File: src/bia_pkg.sv
// ---------------------------------------------------------------------------
// Bitmap ID allocator package
// Widths, codes and the controller/datapath interface types.
// ---------------------------------------------------------------------------
package bia_pkg;

   localparam int MAP_BITS_DEF = 4096;
   localparam int NUM_W        = 13;
   localparam int STATUS_W     = 2;
   localparam int WORD_W       = 64;
   localparam int WORD_LOG     = 6;

   localparam logic [STATUS_W-1:0] ST_OK       = 2'd0;
   localparam logic [STATUS_W-1:0] ST_INVALID  = 2'd1;
   localparam logic [STATUS_W-1:0] ST_NOSPACE  = 2'd2;
   localparam logic [STATUS_W-1:0] ST_NOTALLOC = 2'd3;

   localparam logic ACT_ALLOC = 1'b0;
   localparam logic ACT_FREE  = 1'b1;

   typedef struct packed {
      logic                capture;
      logic                rd_pref;
      logic                wr_pref;
      logic                rd_first;
      logic                rd_next;
      logic                wr_found;
      logic                set_status;
      logic [STATUS_W-1:0] status_code;
      logic                load_rsp;
      logic                clr_step;
   } dp_cmd_type;

   typedef struct packed {
      logic num_ok;
      logic act_free;
      logic pref_used;
      logic word_has_zero;
      logic at_last;
      logic rsp_free;
   } dp_sts_type;

endpackage

File: src/bitmap_id_allocator_top.sv
// ---------------------------------------------------------------------------
// Bitmap ID allocator
// Used-bit map of numbered objects with allocate and free requests.
// ---------------------------------------------------------------------------
//   channel  direction  handshake            payload
//   req      in         req_valid/req_stall  req_action, req_object_number
//   rsp      out        rsp_valid/rsp_stall  rsp_status, rsp_granted_number
//
// A request is settled by the preferred bit, or, when an allocate finds that
// bit taken, by a scan of the map words, one 64-bit word per cycle
// through the registered read port of the map RAM.
// After reset the map is cleared one word per cycle with req_stall high.
// A new request is taken while a previous result waits in the output register.
// ---------------------------------------------------------------------------
module bitmap_id_allocator_top import bia_pkg::*; #(
   parameter int MAP_BITS = MAP_BITS_DEF
) (
   input  logic                clock,
   input  logic                reset,
   input  logic                req_valid,
   output logic                req_stall,
   input  logic                req_action,
   input  logic [NUM_W-1:0]    req_object_number,
   output logic                rsp_valid,
   input  logic                rsp_stall,
   output logic [STATUS_W-1:0] rsp_status,
   output logic [NUM_W-1:0]    rsp_granted_number
);

   dp_cmd_type cmd;
   dp_sts_type sts;

   bia_ctrl u_ctrl (
      .clock     (clock),
      .reset     (reset),
      .req_valid (req_valid),
      .req_stall (req_stall),
      .sts       (sts),
      .cmd       (cmd)
   );

   bia_datapath #(
      .MAP_BITS (MAP_BITS)
   ) u_datapath (
      .clock              (clock),
      .reset              (reset),
      .cmd                (cmd),
      .sts                (sts),
      .req_action         (req_action),
      .req_object_number  (req_object_number),
      .rsp_valid          (rsp_valid),
      .rsp_stall          (rsp_stall),
      .rsp_status         (rsp_status),
      .rsp_granted_number (rsp_granted_number)
   );

endmodule

File: src/bia_ram.sv
// ---------------------------------------------------------------------------
// Generic single-port-write RAM
// One write and one registered read per cycle.
// ---------------------------------------------------------------------------
module bia_ram #(
   parameter int WIDTH = 64,
   parameter int DEPTH = 64,
   localparam int AW = (DEPTH > 1) ? $clog2(DEPTH) : 1
) (
   input  logic             clock,
   input  logic             wr_en,
   input  logic [AW-1:0]    wr_addr,
   input  logic [WIDTH-1:0] wr_data,
   input  logic             rd_en,
   input  logic [AW-1:0]    rd_addr,
   output logic [WIDTH-1:0] rd_data
);

   logic [WIDTH-1:0] mem_ff [DEPTH];
   logic [WIDTH-1:0] rd_data_ff;

   always_ff @(posedge clock) begin
      if (wr_en) begin
         mem_ff[wr_addr] <= wr_data;
      end
      if (rd_en) begin
         rd_data_ff <= mem_ff[rd_addr];
      end
   end

   assign rd_data = rd_data_ff;

endmodule

File: src/bia_datapath.sv
// ---------------------------------------------------------------------------
// Bitmap ID allocator datapath
// Map memory, request capture, lowest-zero search and the result register.
// ---------------------------------------------------------------------------
module bia_datapath import bia_pkg::*; #(
   parameter int MAP_BITS = MAP_BITS_DEF
) (
   input  logic                clock,
   input  logic                reset,
   input  dp_cmd_type          cmd,
   output dp_sts_type          sts,
   input  logic                req_action,
   input  logic [NUM_W-1:0]    req_object_number,
   output logic                rsp_valid,
   input  logic                rsp_stall,
   output logic [STATUS_W-1:0] rsp_status,
   output logic [NUM_W-1:0]    rsp_granted_number
);

   localparam int DEPTH     = (MAP_BITS + WORD_W - 1) / WORD_W;
   localparam int AW        = (DEPTH > 1) ? $clog2(DEPTH) : 1;
   localparam int CW        = ($clog2(MAP_BITS + 1) > NUM_W) ? $clog2(MAP_BITS + 1) : NUM_W;
   localparam int LAST_BITS = MAP_BITS - WORD_W * (DEPTH - 1);
   localparam int GW        = AW + WORD_LOG + 1;
   localparam logic [AW-1:0] LAST_ADDR = AW'(DEPTH - 1);

   logic                act_ff;
   logic [NUM_W-1:0]    num_ff;
   logic [AW-1:0]       addr_ff, addr_in;
   logic [STATUS_W-1:0] status_ff, status_in;
   logic [NUM_W-1:0]    grant_ff, grant_in;
   logic                rsp_valid_ff, rsp_valid_in;
   logic [STATUS_W-1:0] rsp_status_ff;
   logic [NUM_W-1:0]    rsp_granted_ff;

   logic [CW-1:0]       num_ext, idx;
   logic [AW-1:0]       pref_addr;
   logic [WORD_LOG-1:0] pref_bit;
   logic [WORD_W-1:0]   pref_onehot;
   logic [WORD_W-1:0]   rd_data, pad_mask, word_m, inv, lowest;
   logic [WORD_LOG-1:0] found_pos;
   logic [GW-1:0]       found_val;

   logic                rd_en, wr_en;
   logic [AW-1:0]       rd_addr;
   logic [WORD_W-1:0]   wr_data;

   bia_ram #(
      .WIDTH (WORD_W),
      .DEPTH (DEPTH)
   ) u_map (
      .clock   (clock),
      .wr_en   (wr_en),
      .wr_addr (addr_ff),
      .wr_data (wr_data),
      .rd_en   (rd_en),
      .rd_addr (rd_addr),
      .rd_data (rd_data)
   );

   assign num_ext     = CW'(num_ff);
   assign idx         = num_ext - CW'(1);
   assign pref_addr   = AW'(idx >> WORD_LOG);
   assign pref_bit    = idx[WORD_LOG-1:0];
   assign pref_onehot = WORD_W'(1) << pref_bit;

   // Bits past the end of the map read as taken
   always_comb begin
      for (int j = 0; j < WORD_W; j++) begin
         pad_mask[j] = (j >= LAST_BITS);
      end
   end

   assign word_m = (addr_ff == LAST_ADDR) ? (rd_data | pad_mask) : rd_data;
   assign inv    = ~word_m;
   assign lowest = inv & (~inv + WORD_W'(1));

   always_comb begin
      found_pos = '0;
      for (int j = 0; j < WORD_W; j++) begin
         if (lowest[j]) begin
            found_pos = found_pos | WORD_LOG'(j);
         end
      end
   end

   assign found_val = GW'({addr_ff, found_pos}) + GW'(1);

   assign rd_en = cmd.rd_pref | cmd.rd_first | cmd.rd_next;
   assign wr_en = cmd.clr_step | cmd.wr_pref | cmd.wr_found;

   always_comb begin
      rd_addr = addr_ff + AW'(1);
      if (cmd.rd_pref) begin
         rd_addr = pref_addr;
      end else if (cmd.rd_first) begin
         rd_addr = '0;
      end
   end

   always_comb begin
      wr_data = '0;
      if (cmd.wr_pref) begin
         wr_data = (act_ff == ACT_ALLOC) ? (rd_data | pref_onehot) : (rd_data & ~pref_onehot);
      end else if (cmd.wr_found) begin
         wr_data = rd_data | lowest;
      end
   end

   always_comb begin
      addr_in = addr_ff;
      if (rd_en) begin
         addr_in = rd_addr;
      end else if (cmd.clr_step) begin
         addr_in = addr_ff + AW'(1);
      end
   end

   always_comb begin
      status_in = status_ff;
      grant_in  = grant_ff;
      if (cmd.wr_pref) begin
         status_in = ST_OK;
         grant_in  = (act_ff == ACT_ALLOC) ? num_ff : '0;
      end else if (cmd.wr_found) begin
         status_in = ST_OK;
         grant_in  = NUM_W'(found_val);
      end else if (cmd.set_status) begin
         status_in = cmd.status_code;
         grant_in  = '0;
      end
   end

   // Hold the result until the transaction completes
   always_comb begin
      rsp_valid_in = rsp_valid_ff;
      if (cmd.load_rsp) begin
         rsp_valid_in = 1'b1;
      end else if (!rsp_stall) begin
         rsp_valid_in = 1'b0;
      end
   end

   always_ff @(posedge clock) begin
      if (reset) begin
         addr_ff      <= '0;
         rsp_valid_ff <= 1'b0;
      end else begin
         addr_ff      <= addr_in;
         rsp_valid_ff <= rsp_valid_in;
      end
   end

   always_ff @(posedge clock) begin
      if (cmd.capture) begin
         act_ff <= req_action;
         num_ff <= req_object_number;
      end
      status_ff <= status_in;
      grant_ff  <= grant_in;
      if (cmd.load_rsp) begin
         rsp_status_ff  <= status_ff;
         rsp_granted_ff <= grant_ff;
      end
   end

   assign sts.num_ok        = (num_ext != '0) && (num_ext <= CW'(MAP_BITS));
   assign sts.act_free      = (act_ff == ACT_FREE);
   assign sts.pref_used     = rd_data[pref_bit];
   assign sts.word_has_zero = |inv;
   assign sts.at_last       = (addr_ff == LAST_ADDR);
   assign sts.rsp_free      = !rsp_valid_ff || !rsp_stall;

   assign rsp_valid          = rsp_valid_ff;
   assign rsp_status         = rsp_status_ff;
   assign rsp_granted_number = rsp_granted_ff;

endmodule

File: src/bia_ctrl.sv
// ---------------------------------------------------------------------------
// Bitmap ID allocator controller
// Sequences map clearing, the preferred-bit check and the word scan.
// ---------------------------------------------------------------------------
module bia_ctrl import bia_pkg::*; (
   input  logic       clock,
   input  logic       reset,
   input  logic       req_valid,
   output logic       req_stall,
   input  dp_sts_type sts,
   output dp_cmd_type cmd
);

   typedef enum logic [2:0] {
      CLEAR,
      IDLE,
      CHECK,
      PREF,
      SCAN,
      DONE
   } state_type;

   state_type state_ff, state_in;

   always_comb begin
      state_in = state_ff;
      cmd      = '0;
      case (state_ff)
         CLEAR: begin
            cmd.clr_step = 1'b1;
            if (sts.at_last) begin
               state_in = IDLE;
            end
         end
         IDLE: begin
            if (req_valid) begin
               cmd.capture = 1'b1;
               state_in    = CHECK;
            end
         end
         CHECK: begin
            if (!sts.num_ok) begin
               cmd.set_status  = 1'b1;
               cmd.status_code = ST_INVALID;
               state_in        = DONE;
            end else begin
               cmd.rd_pref = 1'b1;
               state_in    = PREF;
            end
         end
         PREF: begin
            if (sts.act_free) begin
               if (sts.pref_used) begin
                  cmd.wr_pref = 1'b1;
               end else begin
                  cmd.set_status  = 1'b1;
                  cmd.status_code = ST_NOTALLOC;
               end
               state_in = DONE;
            end else if (!sts.pref_used) begin
               cmd.wr_pref = 1'b1;
               state_in    = DONE;
            end else begin
               cmd.rd_first = 1'b1;
               state_in     = SCAN;
            end
         end
         SCAN: begin
            // One word arrives per cycle; stop at the first with a clear bit or at the last
            if (sts.word_has_zero) begin
               cmd.wr_found = 1'b1;
               state_in     = DONE;
            end else if (sts.at_last) begin
               cmd.set_status  = 1'b1;
               cmd.status_code = ST_NOSPACE;
               state_in        = DONE;
            end else begin
               cmd.rd_next = 1'b1;
            end
         end
         DONE: begin
            if (sts.rsp_free) begin
               cmd.load_rsp = 1'b1;
               state_in     = IDLE;
            end
         end
         default: begin
            state_in = IDLE;
         end
      endcase
   end

   always_ff @(posedge clock) begin
      if (reset) begin
         state_ff <= CLEAR;
      end else begin
         state_ff <= state_in;
      end
   end

   assign req_stall = (state_ff != IDLE);

endmodule

File: config.mk
export PLATFORM = sky130hd
export DESIGN_NAME = bitmap_id_allocator_top
export DESIGN_NICKNAME = d
export VERILOG_FILES = /design/src/bia_pkg.sv /design/src/bitmap_id_allocator_top.sv /design/src/bia_ram.sv /design/src/bia_datapath.sv /design/src/bia_ctrl.sv
export SDC_FILE = /design/constraint.sdc
export NUM_CORES = 2
export LEC_CHECK = 0
export ABC_AREA = 1
export BUFFER_PORTS_ARGS = -buffer_cell sky130_fd_sc_hd__buf_2
export CORE_MARGIN = 3
export CORE_UTILIZATION = 43
export CTS_BUF_LIST = sky130_fd_sc_hd__clkbuf_4 sky130_fd_sc_hd__clkbuf_8
export CTS_CLUSTER_SIZE = 16
export DETAILED_ROUTE_END_ITERATION = 10
export SYNTH_ARGS = -nofsm -noshare
export SYNTH_HDL_FRONTEND = slang
export SYNTH_SLANG_ARGS = --single-unit
File: constraint.sdc
create_clock -name clock -period 11.3 [get_ports clock]
set_input_delay 2.26 -clock clock [delete_from_list [all_inputs] [get_ports clock]]
set_output_delay 2.26 -clock clock [all_outputs]
set_load 0.02 [all_outputs]
**After elaboration in Yosys (flattened, before gate mapping)**

Memories as Yosys holds them, arrays and structs flattened. A register that Yosys moved wholly into a read port is not among the register bits.
Cells that the tools add are included.

- Register bits after elaboration: 54
- Memory bits (writable): 4,096
- Output and inout port bits: 17
- Logic and storage cells: 205
- Memories kept: 1

- $add $sub $neg: 4
- Magnitude comparators: 2
- Equality and inequality tests: 12
- Shifts and indexed selects: 1
- Muxes and demuxes: 155
- Bitwise logic cells: 11
- Reduce and logical (&&, ||, !) cells: 10

Memory list:

| name | depth | bits a word | read ports | clocked after memory_dff | wr ports | line | RTL |
|---|---|---|---|---|---|---|---|
| u_datapath.u_map.mem_ff | 64 | 64 | 1 | 1 | 1 | bia_ram.sv:19 | `logic [WIDTH-1:0] mem_ff [DEPTH];` |

Operators with widths:

| cell | count |
|---|---|
| 64-bit two-way mux | 4 |
| 6-bit two-way mux | 38 |
| 64-bit NOT | 3 |
| 64-bit AND | 2 |
| 64-bit OR | 2 |
| 3-bit two-way mux | 33 |
| 13-bit two-way mux | 7 |
| 5-bit two-way mux | 16 |
| 64-bit by 1-bit adder with 64-bit output (second input constant) | 1 |
| 64-bit OR reduction | 1 |
| 1-bit by 6-bit << shifter with 64-bit output (first input constant) | 1 |
| 1-bit two-way mux | 37 |
| 4-bit two-way mux | 8 |
| 2-bit two-way mux | 9 |
| 3-bit case mux with 6 select lines | 1 |
| 12-bit by 1-bit adder with 13-bit output (second input constant) | 1 |
| 13-bit less-or-equal comparator (second input constant) | 1 |
| 13-bit nonzero test | 1 |
| 12-bit by 1-bit subtractor with 12-bit output (second input constant) | 1 |
| 3-bit case mux with 3 select lines | 1 |
| 6-bit by 7-bit < comparator with 1-bit output (second input constant) | 1 |
| 6-bit by 1-bit adder with 6-bit output (second input constant) | 1 |
| 1-bit binary-select mux with 6-bit select | 1 |
| 3-bit by 2-bit == test with 1-bit output (second input constant) | 2 |
| 15 further kinds | 22 |

**Depth between registers and ports, before layout**

- Depth after elaboration: 71
- Mapped depth: 32
- Gate-level depth less buffers: 25

**Hierarchy**

From an unflattened synthesis, not the netlist that was laid out.

- Cell total of the unflattened synthesis: 14,770
- Area total of the unflattened synthesis: 174,029.4 um^2

Modules (own cells, without submodules):

| module | instances | cells each | area each (um^2) |
|---|---|---|---|
| bia_ram | 1 | 13,405 | 165,946.7 |
| bia_datapath | 1 | 1,304 | 7,682.4 |
| bia_ctrl | 1 | 61 | 400.4 |

**Worst setup path before layout**

OpenSTA, ideal clock, no wires.

- Path type: register to register
- From: register u_datapath.num_ff[0], in the netlist u_datapath.num_ext[0]
- To: memory u_datapath.u_map.mem_ff[12][0], enable pin
- Data arrival time: 6.158 ns
- Required time: 10.813 ns
- Path slack: 4.655 ns
- Cell stages (with the launch flop): 21
- Path buffers: 3
- Path through: edfxtp_1 buf_2 inv_2 clkbuf_1 ha_1 nand2_2 nor2_4 xor2_1 clkinv_1 clkbuf_1 nand3_1 nand3_1 nand2_1 inv_1 ha_1 nand2_1 inv_1 nor3_1 inv_1 nand4_1 nor2_1

- Cells in the longest elaborated chain, start to end: 13
- Elaborated cells on any way between the ends: 16
- Classes of those cells: add/sub (1); mux (13); bitwise (2)

RTL lines:

| item | line | RTL |
|---|---|---|
| start, declared | bia_datapath.sv:28 | `logic [NUM_W-1:0] num_ff;` |
| start signal, assigned | bia_datapath.sv:157 | `num_ff <= req_object_number;` |
| 12-bit by 1-bit subtractor with 12-bit output * | bia_datapath.sv:62 | `assign idx = num_ext - CW'(1);` |
| 1-bit binary-select mux with 6-bit select * | bia_datapath.sv:169 | `assign sts.pref_used = rd_data[pref_bit];` |
| 1-bit two-way mux (implied by the code) * | bia_datapath.sv:169 |  |
| 1-bit two-way mux (on tied branches) | bia_ctrl.sv:60, bia_ctrl.sv:53 |  |
| 1-bit two-way mux | bia_ctrl.sv:52 | `if (sts.act_free) begin` |
| 1-bit two-way mux | bia_ctrl.sv:28 | `case (state_ff)` |
| 1-bit two-way mux * | bia_ctrl.sv:52 |  |
| 1-bit two-way mux * | bia_ctrl.sv:28 |  |
| 2-bit two-way mux * | bia_ctrl.sv:28 |  |
| 1-bit OR * (2 in series) | bia_datapath.sv:90 | `assign wr_en = cmd.clr_step \| cmd.wr_pref \| cmd.wr_found;` |
| 1-bit two-way mux * | bia_ram.sv:23 | `if (wr_en) begin` |
| 1-bit two-way mux (implied by the code) * | bia_ram.sv:24 | `mem_ff[wr_addr] <= wr_data;` |
| end, declared | bia_ram.sv:19 |  |

Every way passes the cells marked *; elsewhere a longest branch is shown, timed or not. The select of a mux whose other input is x is not followed.

**Final worst setup path**

- From: register u_datapath.num_ff[0], in the netlist u_datapath.num_ext[0]
- To: memory u_datapath.u_map.mem_ff[45][14], enable pin

The elaborated chain is that of the path after synthesis.

==> results_tabular.tex <==
\begin{tabular}{lr}
\hline
Metric & Value \\
\hline
\multicolumn{2}{l}{\textbf{Timing}} \\
\quad Setup TNS after final layout & 0 ns \\
\quad Slew of the pin with the lowest slew margin & 1.26 ns \\
\quad Final setup vio count & 0 \\
\quad Number of hold violations in the final report & 0 \\
\quad Minimum clock period & 8.17 ns \\
\quad Final worst-path cycle share & 72.3\% \\
\quad RSZ-0062 raised after global routing & no \\
\quad Highest Clock Rate & 122 MHz \\
\quad Worst slew margin relative to its limit & 15.7\% \\
\quad Final Skew & 0.0703 ns \\
\quad Number of max-slew violations in the final report & 0 \\
\multicolumn{2}{l}{\textbf{Cells and area}} \\
\quad Final Instance Area & 192,000 sq um \\
\quad Number of filler instances in the final layout & 35,200 \\
\quad Net count of the finished layout & 14,200 \\
\quad Leading cell type in the layout, fill and taps excluded & edfxtp\_1 \\
\quad Area Growth Syn to Fin & 10.7\% \\
\quad Most frequent cells in the layout & edfxtp\_1 (4,202), nor2\_1 (2,357), o21ai\_0 (2,191) \\
\quad Share of post-route cells with drive strength above 1 & 10.8\% \\
\quad Utilization of the core after routing & 48.0\% \\
\multicolumn{2}{l}{\textbf{Job}} \\
\quad Number of max-cap violations & 0 \\
\multicolumn{2}{l}{\textbf{Status}} \\
\quad Status & complete, no violations \\
\multicolumn{2}{l}{\textbf{Synthesis}} \\
\quad Largest family of logic cells by synthesized area & simple AND/OR/NAND/NOR gates \\
\quad Simple-gate share of the synthesized area & 13.1\% \\
\quad Post-synth net total & 14,200 \\
\quad Portion of netlist area occupied by mux cells & 0\% \\
\quad Number of warning messages in the yosys log & 0 \\
\quad Synth Area in Adders & 0.0649\% \\
\quad Synthesized area per cell & 12.3 sq um \\
\quad Yosys reg bits & 4,214 \\
\quad Combined area of all synthesized cells & 174,000 sq um \\
\quad Synth async-reset ratio & 0\% \\
\quad Fraction of the mapped netlist area in compound gates & 10.0\% \\
\quad Number of distinct library cells after synthesis & 48 \\
\quad Share of synthesized area occupied by flip-flops and latches & 72.8\% \\
\quad Cells after Synth & 14,200 \\
\quad Most used flip-flop cell after synthesis & edfxtp\_1 \\
\quad Number of enable flip-flop cells after synthesis & 4,202 \\
\quad Post-synthesis share of cell area spent on xor and xnor gates & 0.0404\% \\
\multicolumn{2}{l}{\textbf{CTS}} \\
\quad Number of sinks driven by the clock tree & 4,214 \\
\quad Setup bufs post-CTS & 0 \\
\quad Bufs on Longest Clock Path & 4 \\
\quad CTS clk-pin slew, worst paths & 0.07 ns \\
\quad Clock latency on the worst-skew pair & 1.21 ns \\
\quad CTS tree & done \\
\quad CTS Hold Buffers Added & 0 \\
\quad Clock Tree Root & clkbuf\_8 \\
\quad Post\_cts resized & 0 \\
\quad Count of H-tree levels built during CTS & 6 \\
\quad Inserted Clock Buffers & 679 \\
\multicolumn{2}{l}{\textbf{Detailed routing}} \\
\quad Remaining antenna violation count after routing & 0 \\
\quad Total Routed Length & 536,000 um \\
\quad Post-route DRC & 0 \\
\quad Routed via count & 115,000 \\
\quad Post-detailed-route wirelength per cell & 26.8 um \\
\quad DRT iter0 DRCs & 15,000 \\
\quad Pre-antenna DRT Iters & 9 \\
\quad Per-cell via count in the routed design & 5.74 \\
\multicolumn{2}{l}{\textbf{Worst setup path}} \\
\quad Launching element type of the critical path & register \\
\quad RR Startpoint & u\_datapath.num\_ext[0]\$\_DFFE\_PP\_ \\
\quad Max FO, Critical Path & 67 \\
\quad Capturing element type of the critical path & register \\
\quad Worst setup path category & register to register \\
\quad Data required, critical path & 12.11 ns \\
\quad Critical path launch point & u\_datapath.num\_ext[0]\$\_DFFE\_PP\_ \\
\quad Critical path data arrival time & 8.98 ns \\
\multicolumn{2}{l}{\textbf{Power and ir drop}} \\
\quad PwrDens & 263 nW/um\^{}2 \\
\quad Peak ir drop on the vdd network & 0.382 mV \\
\quad Total design power & 0.0506 W \\
\quad Cell leakage power & 65.7 nW \\
\multicolumn{2}{l}{\textbf{Die}} \\
\quad Full die area & 411,000 sq um \\
\quad Placeable core area & 401,000 sq um \\
\quad Placement row count & 232 \\
\quad Die H & 641 um \\
\quad Effective utilization at floorplan & 43.3\% \\
\quad Die span in x & 641 um \\
\quad Boundary pin count & 35 \\
\multicolumn{2}{l}{\textbf{Hold path}} \\
\quad Worst hold path class & register to register \\
\quad Min-delay src & u\_datapath.grant\_ff[2]\$\_DFFE\_PP\_ \\
\multicolumn{2}{l}{\textbf{Placed design}} \\
\quad Number of buffers added on ports & 34 \\
\quad Sum of net half-perimeters after detailed placement & 290,000 um \\
\quad Placed cell areas & 179,000 sq um \\
\quad Final weighted congestion in routability-driven placement & 0.968 \\
\multicolumn{2}{l}{\textbf{Global route}} \\
\quad Remaining global-route overflow & 0 \\
\quad Number of antenna violations at the first check in global routing & 28 \\
\quad Maximum number of pins on one net before global-route repair & 208 \\
\quad Via count of the first global-routing pass & 107,000 \\
\quad Overall routing resource usage & 25.3\% \\
\quad First-pass GRT wire length & 766,000 um \\
\hline
\end{tabular}
## worst paths after layout
path / endpoint / slack (ns) / cells past startpoint
max reg2reg: u_datapath.u_map.mem_ff[45][14]$_DFFE_PP_ / 3.13 / 21
min reg2reg: u_datapath.rsp_granted_number[2]$_DFFE_PP_ / 0.42 / 0
min: u_datapath.rsp_granted_number[2]$_DFFE_PP_ / 0.42 / 0
max: u_datapath.u_map.mem_ff[45][14]$_DFFE_PP_ / 3.13 / 21
## layer usage
| metal | up-vias | wire, um | global-route usage [%] | share of wire, % |
|---|---|---|---|---|
| li1 | 51500 | - | - | - |
| met1 | 57200 | 226000 | 36.3 | 42 |
| met2 | 5169 | 246000 | 39.5 | 46 |
| met3 | 811 | 47000 | 4.50 | 8.8 |
| met4 | 0 | 16500 | 7.62 | 3.1 |
| met5 | - | 0 | 0 | 0 |
## where the power goes
| part | leakage [nW] | total, W | switching, W | internal, W |
|---|---|---|---|---|
| clock | 6.81 | 0.0127 | 0.00600 | 0.00671 |
| sequential | 38.9 | 0.0190 | 0.000180 | 0.0188 |
| combinational | 20.0 | 0.0189 | 0.0140 | 0.00490 |
## state kept, by name, indices dropped and copies added (netlist names)
register                       cells
u_datapath.u_map.mem_ff         4096
u_datapath.u_map.rd_data          64
u_datapath.grant_ff               13
u_datapath.num_ext                13
u_datapath.rsp_granted_number     13
u_datapath.addr_ff                 6
u_ctrl.state_ff                    3
u_datapath.rsp_status              2
u_datapath.status_ff               2
u_datapath.act_ff                  1
u_datapath.rsp_valid               1
## worst max-delay path: stages (launching register included)
cell and delay (ns):
edfxtp_1 0.32, buf_4 0.43, inv_2 0.31, ha_1 0.77, inv_1 0.42, a21oi_1 0.21, o21ai_0 0.11, o21ai_0 0.11
o211ai_1 0.11, nand3_1 0.13, nand3_1 0.14, nand2_1 0.16, inv_1 0.06, ha_1 0.27, nand2_1 0.10, inv_2 0.08
buf_4 0.62, nor3_1 0.33, inv_1 0.28, nand4_1 0.92, nor2_4 1.05, buf_4 0.69
## Yosys cell counts, types with 3 or more instances
master | n | area [sq um]
o221ai_1 | 7 | 61.3
inv_1 | 568 | 2130
nand3_1 | 1962 | 9820
buf_6 | 64 | 721
inv_2 | 7 | 26.3
dfxtp_1 | 12 | 240
edfxtp_1 | 4202 | 126000
nand3_2 | 3 | 30.0
nor2_2 | 4 | 25.0
nor2_4 | 8 | 90.1
buf_4 | 26 | 195
nand4_1 | 37 | 231
nor2_1 | 2423 | 9090
buf_1 | 51 | 191
xor2_1 | 7 | 61.3
o21ai_1 | 237 | 1190
buf_2 | 424 | 2120
ha_1 | 9 | 113
o211ai_1 | 249 | 1870
o22ai_1 | 3 | 18.8
o21ai_0 | 2198 | 11000
nor3_1 | 53 | 265
nand2_1 | 682 | 2560
clkinv_1 | 3 | 11.3
a21oi_1 | 56 | 280
o21bai_1 | 384 | 2880
nand3b_1 | 5 | 37.5
o21a_1 | 3 | 22.5
or2_2 | 75 | 469
nand2_2 | 9 | 56.3
clkbuf_1 | 375 | 1410
## through the flow
stage / setup WS [ns] / std cells / hold WS (ns)
final: 3.13 / 20000 / 0.416
after global routing: 2.77 / 20000 / 0.421
after CTS: 3.30 / 20000 / 0.417
after detailed placement: 3.37 / 18800 / 0.405
after global placement: 3.29 / 18800 / 0.403
after floorplan: 4.66 / 14200 / 0.400
## cell families (layout without fill, tap and decap cells)
| family | Yosys count | in the layout |
|---|---|---|
| AO/OA/AOI/OAI | 3147 | 3147 |
| XOR/XNOR | 8 | 8 |
| adder cells (fa/ha/maj) | 9 | 9 |
| buffers and inverters | 1520 | 2059 |
| flip-flops | 4214 | 4214 |
| other | 0 | 8 |
| AND/OR/NAND/NOR | 5272 | 5272 |
## cell type report
cell class              instances  area (sq um)  area share, %
diodes                          8          20.0         0.0104
well taps                    5265          6590           3.43
clock buffers                 933         11300           5.89
repair buffers                306          2790           1.45
clock inverters               240          1550          0.808
flip-flops and latches       4214        126000           65.8
inverters                     580          2230           1.16
multi-input cells            8436         41300           21.5
No activity file was read; power rests on OpenSTA's default activity.
